$ cat config.mk
export PLATFORM = sky130hd
export DESIGN_NAME = cpfc_engine_flat
export DESIGN_NICKNAME = d
export VERILOG_FILES = /design/src/hw/rtl/cpfc_pkg.sv /design/src/hw/rtl/cpfc_if.sv /design/src/hw/rtl/cpfc_engine.sv /design/src/flat_wrapper.sv
export SDC_FILE = /design/constraint.sdc
export NUM_CORES = 1
export LEC_CHECK = 0
export BUFFER_PORTS_ARGS = -buffer_cell sky130_fd_sc_hd__buf_2
export CAP_MARGIN = 25
export CORE_MARGIN = 8
export CORE_UTILIZATION = 61
export CTS_CLUSTER_DIAMETER = 200
export DETAILED_ROUTE_END_ITERATION = 16
export PLACE_DENSITY = 0.95
export SYNTH_ARGS = -nofsm -noshare
export SYNTH_HDL_FRONTEND = slang
export SYNTH_SLANG_ARGS = --single-unit
$ cat constraint.sdc
create_clock -name i_clk -period 4.4 [get_ports i_clk]
set_clock_uncertainty 0.15 [all_clocks]
set_input_delay 0.22 -clock i_clk [delete_from_list [all_inputs] [get_ports i_clk]]
set_output_delay 0.22 -clock i_clk [all_outputs]
set_load 0.02 [all_outputs]
$ cat src/hw/rtl/cpfc_pkg.sv
// ----------------------------------------------------------------------------
// cpfc_pkg: shared types and functions of the CRC-16 packet framer/checker
// Holds the request payload types, the result group descriptor and the
// byte-wide CRC-16 update (polynomial 0x1021, MSB first).
// ----------------------------------------------------------------------------
package cpfc_pkg;

    localparam logic [15:0] CRC_POLY  = 16'h1021;
    localparam logic [15:0] CRC_MSB   = 16'h8000;
    localparam logic [1:0]  HOLD_FULL = 2'd3;   // two held, at least one folded

    // Number of results that one request causes.
    localparam logic [1:0] GRP_NONE  = 2'd0;
    localparam logic [1:0] GRP_ONE   = 2'd1;
    localparam logic [1:0] GRP_THREE = 2'd3;

    typedef struct packed {
        logic       func;
        logic [7:0] data_byte;
        logic       first;
        logic       last;
    } t_in_item;

    typedef struct packed {
        logic [7:0]  out_byte;
        logic        out_last;
        logic        is_verdict;
        logic        crc_ok;
        logic [15:0] crc_value;
    } t_out_item;

    // Result group produced by one request, handed from engine to emitter.
    typedef struct packed {
        logic        load;
        logic [1:0]  count;
        logic [7:0]  data_byte;
        logic [15:0] crc;
        logic        is_verdict;
        logic        crc_ok;
    } t_grp;

    // Fold one byte into the CRC, one bit per step.
    function automatic logic [15:0] crc_fold(input logic [15:0] crc, input logic [7:0] b);
        logic [15:0] c;
        c = crc ^ {b, 8'h00};
        for (int k = 0; k < 8; k++) begin
            if ((c & CRC_MSB) != 16'h0000) begin
                c = {c[14:0], 1'b0} ^ CRC_POLY;
            end else begin
                c = {c[14:0], 1'b0};
            end
        end
        return c;
    endfunction

endpackage

$ cat src/hw/rtl/cpfc_if.sv
// ----------------------------------------------------------------------------
// cpfc_in_if / cpfc_out_if: valid/ready channels of the packet framer/checker
// One interface carries input byte requests, the other result requests.
// ----------------------------------------------------------------------------
interface cpfc_in_if;
    logic              valid;
    logic              ready;
    cpfc_pkg::t_in_item item;

    modport source (output valid, output item, input ready);
    modport sink   (input valid, input item, output ready);
endinterface


$ cat src/hw/rtl/cpfc_engine.sv
// ----------------------------------------------------------------------------
// cpfc_engine: CRC state and two-byte hold of the framer/checker
// Updates the running CRC and the hold on each accepted request and builds
// the group of results that the request causes.
// ----------------------------------------------------------------------------
module cpfc_engine (
    input  logic                i_clk,
    input  logic                i_rst_n,
    cpfc_in_if.sink             i_in,
    input  logic                i_slot_free,
    output cpfc_pkg::t_grp      o_grp
);

    logic [15:0] r_crc,    n_crc;
    logic [7:0]  r_older,  n_older;
    logic [7:0]  r_newer,  n_newer;
    logic [1:0]  r_hcount, n_hcount;

    logic        accept;
    logic [15:0] crc_base;
    logic [1:0]  hcount_base;
    cpfc_pkg::t_grp grp;

    assign i_in.ready = i_slot_free;
    assign accept     = i_in.valid && i_slot_free;

    always_comb begin
        crc_base    = i_in.item.first ? 16'h0000 : r_crc;
        hcount_base = i_in.item.first ? 2'd0 : r_hcount;
        n_crc       = r_crc;
        n_older     = r_older;
        n_newer     = r_newer;
        n_hcount    = r_hcount;
        grp         = '0;
        if (!i_in.item.func) begin
            // Send: the byte goes out and folds into the CRC; the hold stays.
            n_crc          = cpfc_pkg::crc_fold(crc_base, i_in.item.data_byte);
            grp.count      = i_in.item.last ? cpfc_pkg::GRP_THREE : cpfc_pkg::GRP_ONE;
            grp.data_byte  = i_in.item.data_byte;
        end else begin
            // Check: the oldest held byte folds once two are held.
            n_crc    = (hcount_base >= 2'd2) ? cpfc_pkg::crc_fold(crc_base, r_older)
                                             : crc_base;
            n_older  = r_newer;
            n_newer  = i_in.item.data_byte;
            n_hcount = (hcount_base == cpfc_pkg::HOLD_FULL) ? cpfc_pkg::HOLD_FULL
                                                            : hcount_base + 2'd1;
            grp.count      = i_in.item.last ? cpfc_pkg::GRP_ONE : cpfc_pkg::GRP_NONE;
            grp.is_verdict = 1'b1;
            grp.crc_ok     = (n_hcount == cpfc_pkg::HOLD_FULL)
                          && ({r_newer, i_in.item.data_byte} == n_crc);
        end
        grp.crc  = n_crc;
        grp.load = accept && (grp.count != cpfc_pkg::GRP_NONE);
    end

    assign o_grp = grp;

    always_ff @(posedge i_clk) begin
        if (!i_rst_n) begin
            r_crc    <= '0;
            r_older  <= '0;
            r_newer  <= '0;
            r_hcount <= '0;
        end else if (accept) begin
            r_crc    <= n_crc;
            r_older  <= n_older;
            r_newer  <= n_newer;
            r_hcount <= n_hcount;
        end
    end

endmodule

$ cat src/flat_wrapper.sv
// flat-port wrapper written by rule: the top's interface ports become plain ports
module cpfc_engine_flat 
  (i_clk, i_rst_n, i_slot_free, o_grp, i_in_valid, i_in_item, i_in_ready);
  cpfc_in_if i_in_i ();
  input  logic i_clk;
  input  logic i_rst_n;
  input  logic i_slot_free;
  output cpfc_pkg::t_grp o_grp;
  input wire logic [$bits(i_in_i.valid)-1:0] i_in_valid;
  input wire logic [$bits(i_in_i.item)-1:0] i_in_item;
  output wire logic [$bits(i_in_i.ready)-1:0] i_in_ready;
  assign i_in_i.valid = i_in_valid;
  assign i_in_i.item = i_in_item;
  assign i_in_ready = i_in_i.ready;
  cpfc_engine u_core (.i_clk(i_clk), .i_rst_n(i_rst_n), .i_in(i_in_i), .i_slot_free(i_slot_free), .o_grp(o_grp));
endmodule
**After elaboration in Yosys (flattened, before gate mapping)**

Index checks and enable logic that the tools add are counted.

- $add $sub $neg: 1
- $lt $le $gt $ge: 1
- Eq/ne operators: 3
- Multiplexer cells: 41
- Bitwise operators: 18
- Reduce and logical (&&, ||, !) cells: 5

Operator list:

| kind | count |
|---|---|
| 16-bit two-way mux | 18 |
| 13-bit two-way mux | 16 |
| 3-bit NOT | 16 |
| 16-bit XOR | 2 |
| 16-bit == test | 1 |
| 2-bit two-way mux | 5 |
| 8-bit two-way mux | 1 |
| 2-bit == test (second input constant) | 2 |
| 1-bit logical AND | 3 |
| 2-bit by 1-bit adder with 2-bit output (second input constant) | 1 |
| 2-bit greater-or-equal comparator (second input constant) | 1 |
| 2-bit AND reduction | 1 |
| 2-bit nonzero test | 1 |
| 1-bit two-way mux | 1 |

- Flip-flop bits (word level): 34
- Input bits: 15

**Logic depth before layout (Yosys ltp)**

Gate-level depths: netlist of the first run.

- Depth in word-level cells: 30
- Mapped depth: 9

**Worst setup path after synthesis of the first run**

OpenSTA, ideal clock, no wires.

- Kind: reg-to-output
- Start: reg u_core.r_crc[15]
- End: out o_grp[0] in the netlist's numbering
- Arrival: 2240 ps
- Data required time: 4030 ps
- Setup slack: 1790 ps
- Cell stages (with the launch flop): 9
- Buffers on the path: 1
- Cell sequence: dfxtp_1 > buf_4 > xnor2_2 > xor2_2 > mux2_4 > a32o_1 > a211o_1 > nor4_2 > o2111a_1

RTL lines:

| what | line | text |
|---|---|---|
| from (decl) | cpfc_engine.sv:14 | `logic [15:0] r_crc, n_crc;` |
| from (signal assigned) | cpfc_engine.sv:66 | `r_crc <= n_crc;` |
| to (decl) | flat_wrapper.sv:8 | `output cpfc_pkg::t_grp o_grp;` |

==> results of run 1 <==
==> metal layers <==
| layer | global-route usage | share of wire |
|---|---|---|
| met5 | 0 | 0 |
| met4 | 0.1262 | 0.034 |
| met2 | 0.3729 | 0.46 |
| met1 | 0.3129 | 0.41 |
| met3 | 0.06439 | 0.10 |
==> synthesized netlist by cell type, types with 2 or more instances <==
cell type	number	area (um2)
nor3_1	2	10.01
a221oi_1	2	17.52
o2111ai_1	3	26.28
o32ai_1	4	35.03
and2_1	4	25.02
nor2b_1	14	87.58
a21oi_1	14	70.07
xor2_1	15	131.4
nand4_1	2	12.51
buf_2	5	25.02
a21boi_0	18	135.1
xnor2_2	2	32.53
and3_1	2	12.51
a22oi_1	3	22.52
xnor2_1	51	446.7
o21ai_0	17	85.08
nor4_1	2	12.51
o211ai_1	2	15.01
buf_4	3	22.52
nor3b_1	8	60.06
inv_1	10	37.54
clkbuf_1	23	86.33
o211a_1	3	30.03
o22ai_1	8	50.05
nand3_1	3	15.01
dfxtp_1	34	680.7
nand2b_1	5	31.28
o21ba_2	4	40.04
mux2i_1	5	50.05
nor2_1	41	153.9
a31oi_1	3	18.77
nand2_1	54	202.7
==> worst max-delay path, stage by stage (launching register included) <==
cell and delay, ps:
dfxtp_1 600, xnor2_2 240, xor2_2 360, mux2_4 330, a32o_1 200, a211o_1 270, nor4_2 190, o2111a_1 240
buf_2 160
==> cell type report <==
type,instances,share of cell area
timing repair buffer,46,0.07505
inverter,10,0.01198
clock inverter,2,0.003992
clock buffer,6,0.02635
tap,54,0.02156
multi-input combinational,311,0.6439
sequential,34,0.2172
==> state kept, by name (all words and copies together), names as in the netlist <==
register,flops
u_core.r_hcount,2
u_core.r_older,8
u_core.r_newer,8
u_core.r_crc,16
==> worst max path at each step <==
stage	start	slack, ps	cells after the start	end
global route	u_core.r_crc[15]$_SDFFE_PN0P_	1020	8	o_grp[0]
finish	u_core.r_crc[15]$_SDFFE_PN0P_	1150	8	o_grp[0]
detailed placement	u_core.r_crc[15]$_SDFFE_PN0P_	1480	8	o_grp[0]
CTS	u_core.r_crc[15]$_SDFFE_PN0P_	1170	8	o_grp[0]
global placement	u_core.r_crc[15]$_SDFFE_PN0P_	1530	8	o_grp[0]
floorplan	u_core.r_crc[15]$_SDFFE_PN0P_	1790	8	o_grp[0]
==> cells by family after synthesis <==
family                 after synthesis  synth area share
AO/OA/AOI/OAI                       93            0.2255
flip-flops                          34            0.2368
AND/OR/NAND/NOR                    142            0.2320
multiplexers                         7           0.02656
buffers and inverters               42           0.06095
XOR/XNOR                            69            0.2181
==> cell usage in the layout (no fill, tap or decap), drive strengths merged, types with 10 or more instances in the layout <==
master,count
o21ai,18
dfxtp,34
nand2,54
buf,46
xor2,16
xnor2,53
inv,10
nor2,41
a21oi,14
a21boi,18
nor2b,14
==> report_power, final <==
group	total [mW]	internal [mW]	leakage, nW	switching [mW]
registers	0.344	0.321	0.277	0.0229
clock network	0.250	0.126	0.0472	0.124
logic	0.302	0.118	0.820	0.184
==> through the flow <==
stage                       util  cells  area, um2
final                     0.6770    463       3134
after global routing      0.6770    463       3134
after CTS                 0.6770    463       3134
after detailed placement  0.6565    455       3039
after global placement    0.6565    455       3039
after floorplan                -    387       2874
==> key figures, run 1 <==
Place
  • Worst slack, placed: around 1500 ps
  • I/O Buffers: 44
  • Placer Congestion: approximately 0.94
  • Placed wire-length estimate: 6.144 mm

Logic synthesis
  • Average cell area after synthesis: 7.426 um2
  • Syn Nets: 402
  • Post-synth ARST share: 0
  • Synth Cell Area: roughly 0.0029 mm2
  • Synthesized instance count: 387
  • Register bit total from synthesis: 34
  • EDFF count, synth: 0
  • Synth unique cells: 53
  • Top_reg_cell synth: dfxtp_1
  • Synthesis warning total: 0
  • Sequential fraction of the synthesis area: 0.2368

Status
  • Status: completed

Worst setup path
  • Data required, critical path: around 4000 ps
  • CP startpoint kind: register
  • Crit path kind: reg2out
  • CP max FO: 9
  • Worst reg2reg startpoint: u_core.r_crc[13]$_SDFFE_PN0P_
  • Worst reg2reg path depth: 7
  • R2r setup slk: 2060 ps
  • R2R Path End: u_core.r_crc[13]$_SDFFE_PN0P_
  • Critical Path Sink Type: primary output
  • Critical Path AT: approximately 2900 ps

Final layout
  • Share of layout cells above drive strength 1: 0.1589
  • Layout fillers: between 300 and 400
  • Area grow syn2layout: 9.055%
  • Nets: 423
  • Sequential Area: 680.7 um2
  • Area of the multi-input gates: 0.002018 mm2
  • Antenna diodes: 0

Min path
  • Hold path startpoint: i_in_item[3]
  • Hold WC Path Type: in2reg
  • Worst Hold Depth: 3
  • Hold endpoint: u_core.r_newer[1]$_SDFFE_PN0P_

Clock network
  • CTS tree: done
  • Root Driver: clkbuf_8
  • Htree depth: 2
  • # Post-CTS Setup Buffers: 0
  • Bufs on Longest Clock Path: 2
  • Hold buffer count at CTS: 0
  • Insertion delay to the later sink of the worst-skew pair: about 290 ps
  • CTS buffer count: 5
  • Post-CTS resize count: 0
  • CTS sink cnt: 34
  • Reg clk slew, reported paths: 70 ps

Floorplan
  • Core box area: 0.004629 mm2
  • Die area: between 0.007 and 0.008 mm2
  • Initial core utilization: 0.6208
  • # rows: 25
  • Die Wd: about 85 um
  • Die height: 84.64 um
  • I/O pin count: 45

Global routing
  • Largest net degree at the start of global routing: 39
  • First-pass GRT wire length: 14.33 mm
  • GRT Overall Usage: 0.2465
  • Vias in the first global route: 2860
  • Remaining Overflow, GRT: 0
  • Initial antenna violation count: 0

Routing
  • First-pass detailed-route iteration total: 5
  • Final antenna-violating net count: 0
  • DR vias/cell: between 6 and 7
  • Wirelength per Cell: 18.44 um
  • WL final: about 8.5 mm
  • DR iter-0 viols: 311
  • Residual DRC: 0
  • Via count: 2917

Pwr
  • P_leak: 1.145 nW
  • Pwr Density: 285.5 mW/mm2
  • Peak supply drop: 0.2040 mV
  • Total power: 0.8949 mW

Timing
  • Slew @ Worst Pin: roughly 740 ps
  • Final setup margin: 1151 ps
  • Slew headroom: 0.5036
  • Fmax: roughly 0.31 GHz
  • Hold slack: 102.6 ps
  • Fin. max-slew vios: 0
  • Fin crit share: 0.7383
  • Endpoints failing hold: 0
  • # setup viols final: 0
  • Tmin final: 3249 ps
  • RSZ-0062 raised after global routing: no
  • Setup TNS: 0 ps

Flow run
  • MaxCap Viol Count: 0
Note: power is estimated with default switching activity, not from simulation.
==> run 2, diff against run 1 <==
--- a/config.mk
+++ b/config.mk
@@ -5,13 +5,14 @@
 export SDC_FILE = /design/constraint.sdc
 export NUM_CORES = 1
 export LEC_CHECK = 0
+export ABC_AREA = 1
 export BUFFER_PORTS_ARGS = -buffer_cell sky130_fd_sc_hd__buf_2
 export CAP_MARGIN = 25
 export CORE_MARGIN = 8
-export CORE_UTILIZATION = 61
+export CORE_UTILIZATION = 58
 export CTS_CLUSTER_DIAMETER = 200
 export DETAILED_ROUTE_END_ITERATION = 16
-export PLACE_DENSITY = 0.95
+export PLACE_DENSITY = 0.92
 export SYNTH_ARGS = -nofsm -noshare
 export SYNTH_HDL_FRONTEND = slang
 export SYNTH_SLANG_ARGS = --single-unit
==> constraint.sdc (replaced) <==
create_clock -name i_clk -period 3.2 [get_ports i_clk]
set_clock_uncertainty 0.15 [all_clocks]
set_input_delay 0.16 -clock i_clk [delete_from_list [all_inputs] [get_ports i_clk]]
set_output_delay 0.16 -clock i_clk [all_outputs]
set_load 0.02 [all_outputs]
==> key figures, run 2 <==
Global routing
  • First-pass GRT wire length: 14.53 mm (+1.4%)
  • Largest net degree at the start of global routing: 29 (-26%)
  • Initial antenna violation count: 0 (unchanged)
  • GRT Overall Usage: 0.2381 (-0.008448)
  • Vias in the first global route: 3160 (+10%)
  • Remaining Overflow, GRT: 0 (unchanged)

Final layout
  • Max FFs per register: 16 (unchanged)
  • Finished Layout Cells: 606 (+31%)
  • Share of layout cells above drive strength 1: 0.1511 (-0.007805)
  • Biggest register: u_core.r_crc
  • Antenna diodes: 0 (unchanged)
  • Nets: 551 (+30%)
  • Top flop regs: u_core.r_crc: 16 flops, u_core.r_newer: 8 flops, u_core.r_older: 8 flops
  • Most frequent cells in the layout: nand2_1 (149), nand3_1 (66), inv_1 (61)
  • Most common cell after layout, fill and taps aside: nand2_1
  • Area grow syn2layout: 10.43%

Pwr
  • Sw power: 0.4814 mW (+46%)
  • Cell Int Power: 0.7405 mW (+31%)
  • P_leak: 1.699 nW (+48%)
  • Sw Ratio: 0.3940 (+0.02492)
  • Total power: 1.222 mW (+37%)
  • Sequential power share: 0.385 (about the same)
  • Pwr Density: 376.6 mW/mm2 (+32%)
  • Peak supply drop: 0.2599 mV (+27%)
  • Comb power frac: 0.365 (+0.028)
  • Clk network pwr share: 0.250 (-0.029)

Flow run
  • MaxCap Viol Count: 0 (unchanged)

Routing
  • DR vias/cell: 5.500 (-13%)
  • DR iter-0 viols: 360 (+16%)
  • WL final: 8.823 mm (+3.3%)
  • Residual DRC: 0 (unchanged)
  • Via count: 3333 (+14%)
  • First-pass detailed-route iteration total: 5 (unchanged)
  • Wirelength per Cell: 14.56 um (-21%)
  • Final antenna-violating net count: 0 (unchanged)

Clock network
  • Htree depth: 2 (unchanged)
  • CTS buffer count: 5 (unchanged)
  • Bufs on Longest Clock Path: 2 (unchanged)
  • # Post-CTS Setup Buffers: 0 (unchanged)
  • Hold buffer count at CTS: 0 (unchanged)
  • Root Driver: clkbuf_8
  • CTS sink cnt: 34 (unchanged)
  • CTS tree: done
  • Post-CTS resize count: 0 (unchanged)
  • Insertion delay to the later sink of the worst-skew pair: 280 ps (about the same)
  • Reg clk slew, reported paths: 70 ps (about the same)

Timing
  • Hold slack: 50.25 ps (-52.38 ps)
  • Tmin final: between 2000 and 3000 ps
  • Slew @ Worst Pin: 685.4 ps (-59.17 ps)
  • Slew headroom: 0.5403 (+0.03662)
  • RSZ-0062 raised after global routing: no
  • Final setup margin: 364.6 ps (-786.8 ps)
  • Fmax: 0.3527 GHz
  • Fin. max-slew vios: 0 (unchanged)
  • Setup TNS: 0 ps (unchanged)
  • Fin crit share: 0.8861
  • # setup viols final: 0 (unchanged)
  • Endpoints failing hold: 0 (unchanged)

Logic synthesis
  • Top post-synthesis cells by area: dfxtp_1 (23%), nand2_1 (19%), nand3_1 (11%)
  • Register bit total from synthesis: 34 (unchanged)
  • Syn Nets: 517 (+29%)
  • Sequential fraction of the synthesis area: 0.2317 (-0.005144)
  • Cell taking the most area after synthesis: dfxtp_1
  • Post-synth ARST share: 0 (unchanged)
  • Synthesized instance count: 502 (+30%)
  • Synth Cell Area: 0.002938 mm2 (+2.2%)
  • Synthesis warning total: 0 (unchanged)
  • Top_reg_cell synth: dfxtp_1
  • Synth unique cells: 30 (-43%)
  • Average cell area after synthesis: 5.852 um2 (-21%)
  • Top post-synthesis cells by count: nand2_1 (149), nand3_1 (66), inv_1 (61)
  • Post-synth top area share: 0.2317 (-0.005144)
  • EDFF count, synth: 0 (unchanged)
  • Top-count cell post-synth: nand2_1

Worst setup path
  • CP max FO: 28 (+19)
  • Slowest stage delay, CP: 430 ps (-170 ps)
  • CP top delay family: simple AND/OR/NAND/NOR gates
  • Data required, critical path: 2890 ps (-1140 ps)
  • Top cell by count, worst path: nor2_1
  • Critical path buffers and inverters: 3 (+2)
  • Crit-path slowest cell: dfxtp_1
  • Critical Path AT: 2530 ps (-350 ps)
  • CP startpoint kind: register
  • Critical Path Sink Type: primary output
  • Crit path kind: reg2out
  • CP cell instances: inv_2, nor2_8, inv_2, o21ai_1, nor2_1, nor2_1, nand2_1, nor2_1, nand2_1, nor2_1, nand3_1, nor2_1, buf_2

Place
  • Placer Congestion: 0.9820 (+4.0%)
  • Placed wire-length estimate: 6.506 mm (+5.9%)
  • I/O Buffers: 44 (unchanged)
  • Inst Count DP: 599 (+32%)
  • Worst slack, placed: 738.3 ps (-742.9 ps)

Floorplan
  • Die height: 87.17 um (+3.0%)
  • Die Wd: 87.17 um (+3.0%)
  • Initial core utilization: 0.5864 (-0.03440)
  • Core box area: 0.005010 mm2 (+8.2%)
  • I/O pin count: 45 (unchanged)
  • Die area: 0.007599 mm2 (+6.1%)
  • # rows: 26 (+4.0%)

Status
  • Status: completed

Min path
  • Hold WC Path Type: in2reg
## run 2: changes by cell type after synthesis, moves of 15 or more
| cell | before | now |
|---|---|---|
| nand2_1 | 54 | 149 |
| nand3_1 | 3 | 66 |
| inv_1 | 10 | 61 |
| xnor2_1 | 51 | 2 |
| a21boi_0 | 18 | 0 |
| a21oi_1 | 14 | 29 |
## run 2: kinds of logic (layout without fill, tap and decap cells)
group / Yosys count / in the layout / share of synthesized area
flops: 34 / 34 / 0.2317
simple gates: 277 / 277 / 0.4084
compound gates: 79 / 79 / 0.1393
buf+inv: 87 / 121 / 0.1218
xor+xnor: 25 / 25 / 0.09881
## run 2: area by class of cell
class | count | area [um2]
well taps | 70 | 87.58
multi-input cells | 381 | 1899
fillers | 500 | 1765
repair buffers | 48 | 250.2
clock buffers | 7 | 76.32
flip-flops and latches | 34 | 680.7
inverters | 66 | 250.2
## run 2: worst paths after layout
check	startpoint	endpoint	slack, ps	depth (start not counted)
setup / recovery	u_core.r_hcount[1]$_SDFFE_PN0P_	o_grp[0]	360	13
hold reg to reg	u_core.r_older[0]$_SDFFE_PN0P_	u_core.r_older[0]$_SDFFE_PN0P_	330	2
setup reg to reg	u_core.r_hcount[1]$_SDFFE_PN0P_	u_core.r_crc[7]$_SDFFE_PN0P_	1170	10
hold / removal	i_in_item[3]	u_core.r_newer[1]$_SDFFE_PN0P_	50	3
## run 2: metal layers
metal	vias up	GRT usage	part of all wire
li1	1663	-	-
met1	1503	0.2890	0.44
met2	142	0.4060	0.46
met3	25	0.05283	0.072
met4	0	0.07188	0.024
met5	-	0	0
## run 2: worst min-delay path, cell delays in order
cell and delay, ps:
buf_2 100, o21ai_0 80, a21oi_1 110
## run 2: stage by stage
stage / util / cell area [um2]
after floorplan: - / 2938
after global placement: 0.6324 / 3168
after detailed placement: 0.6324 / 3168
after CTS: 0.6476 / 3244
after global routing: 0.6476 / 3244
final: 0.6476 / 3244
## run 2: power groups by stage
| stage | logic (mW) | registers [mW] | clock network, mW |
|---|---|---|---|
| 2_1_floorplan | 0.324 | 0.474 | 0 |
| 4_1_cts | 0.441 | 0.470 | 0.312 |
| 3_5_place_dp | 0.438 | 0.479 | 0 |
| 3_3_place_gp | 0.429 | 0.479 | 0 |
| 6_report | 0.446 | 0.471 | 0.305 |
| 5_1_grt | 0.491 | 0.473 | 0.331 |
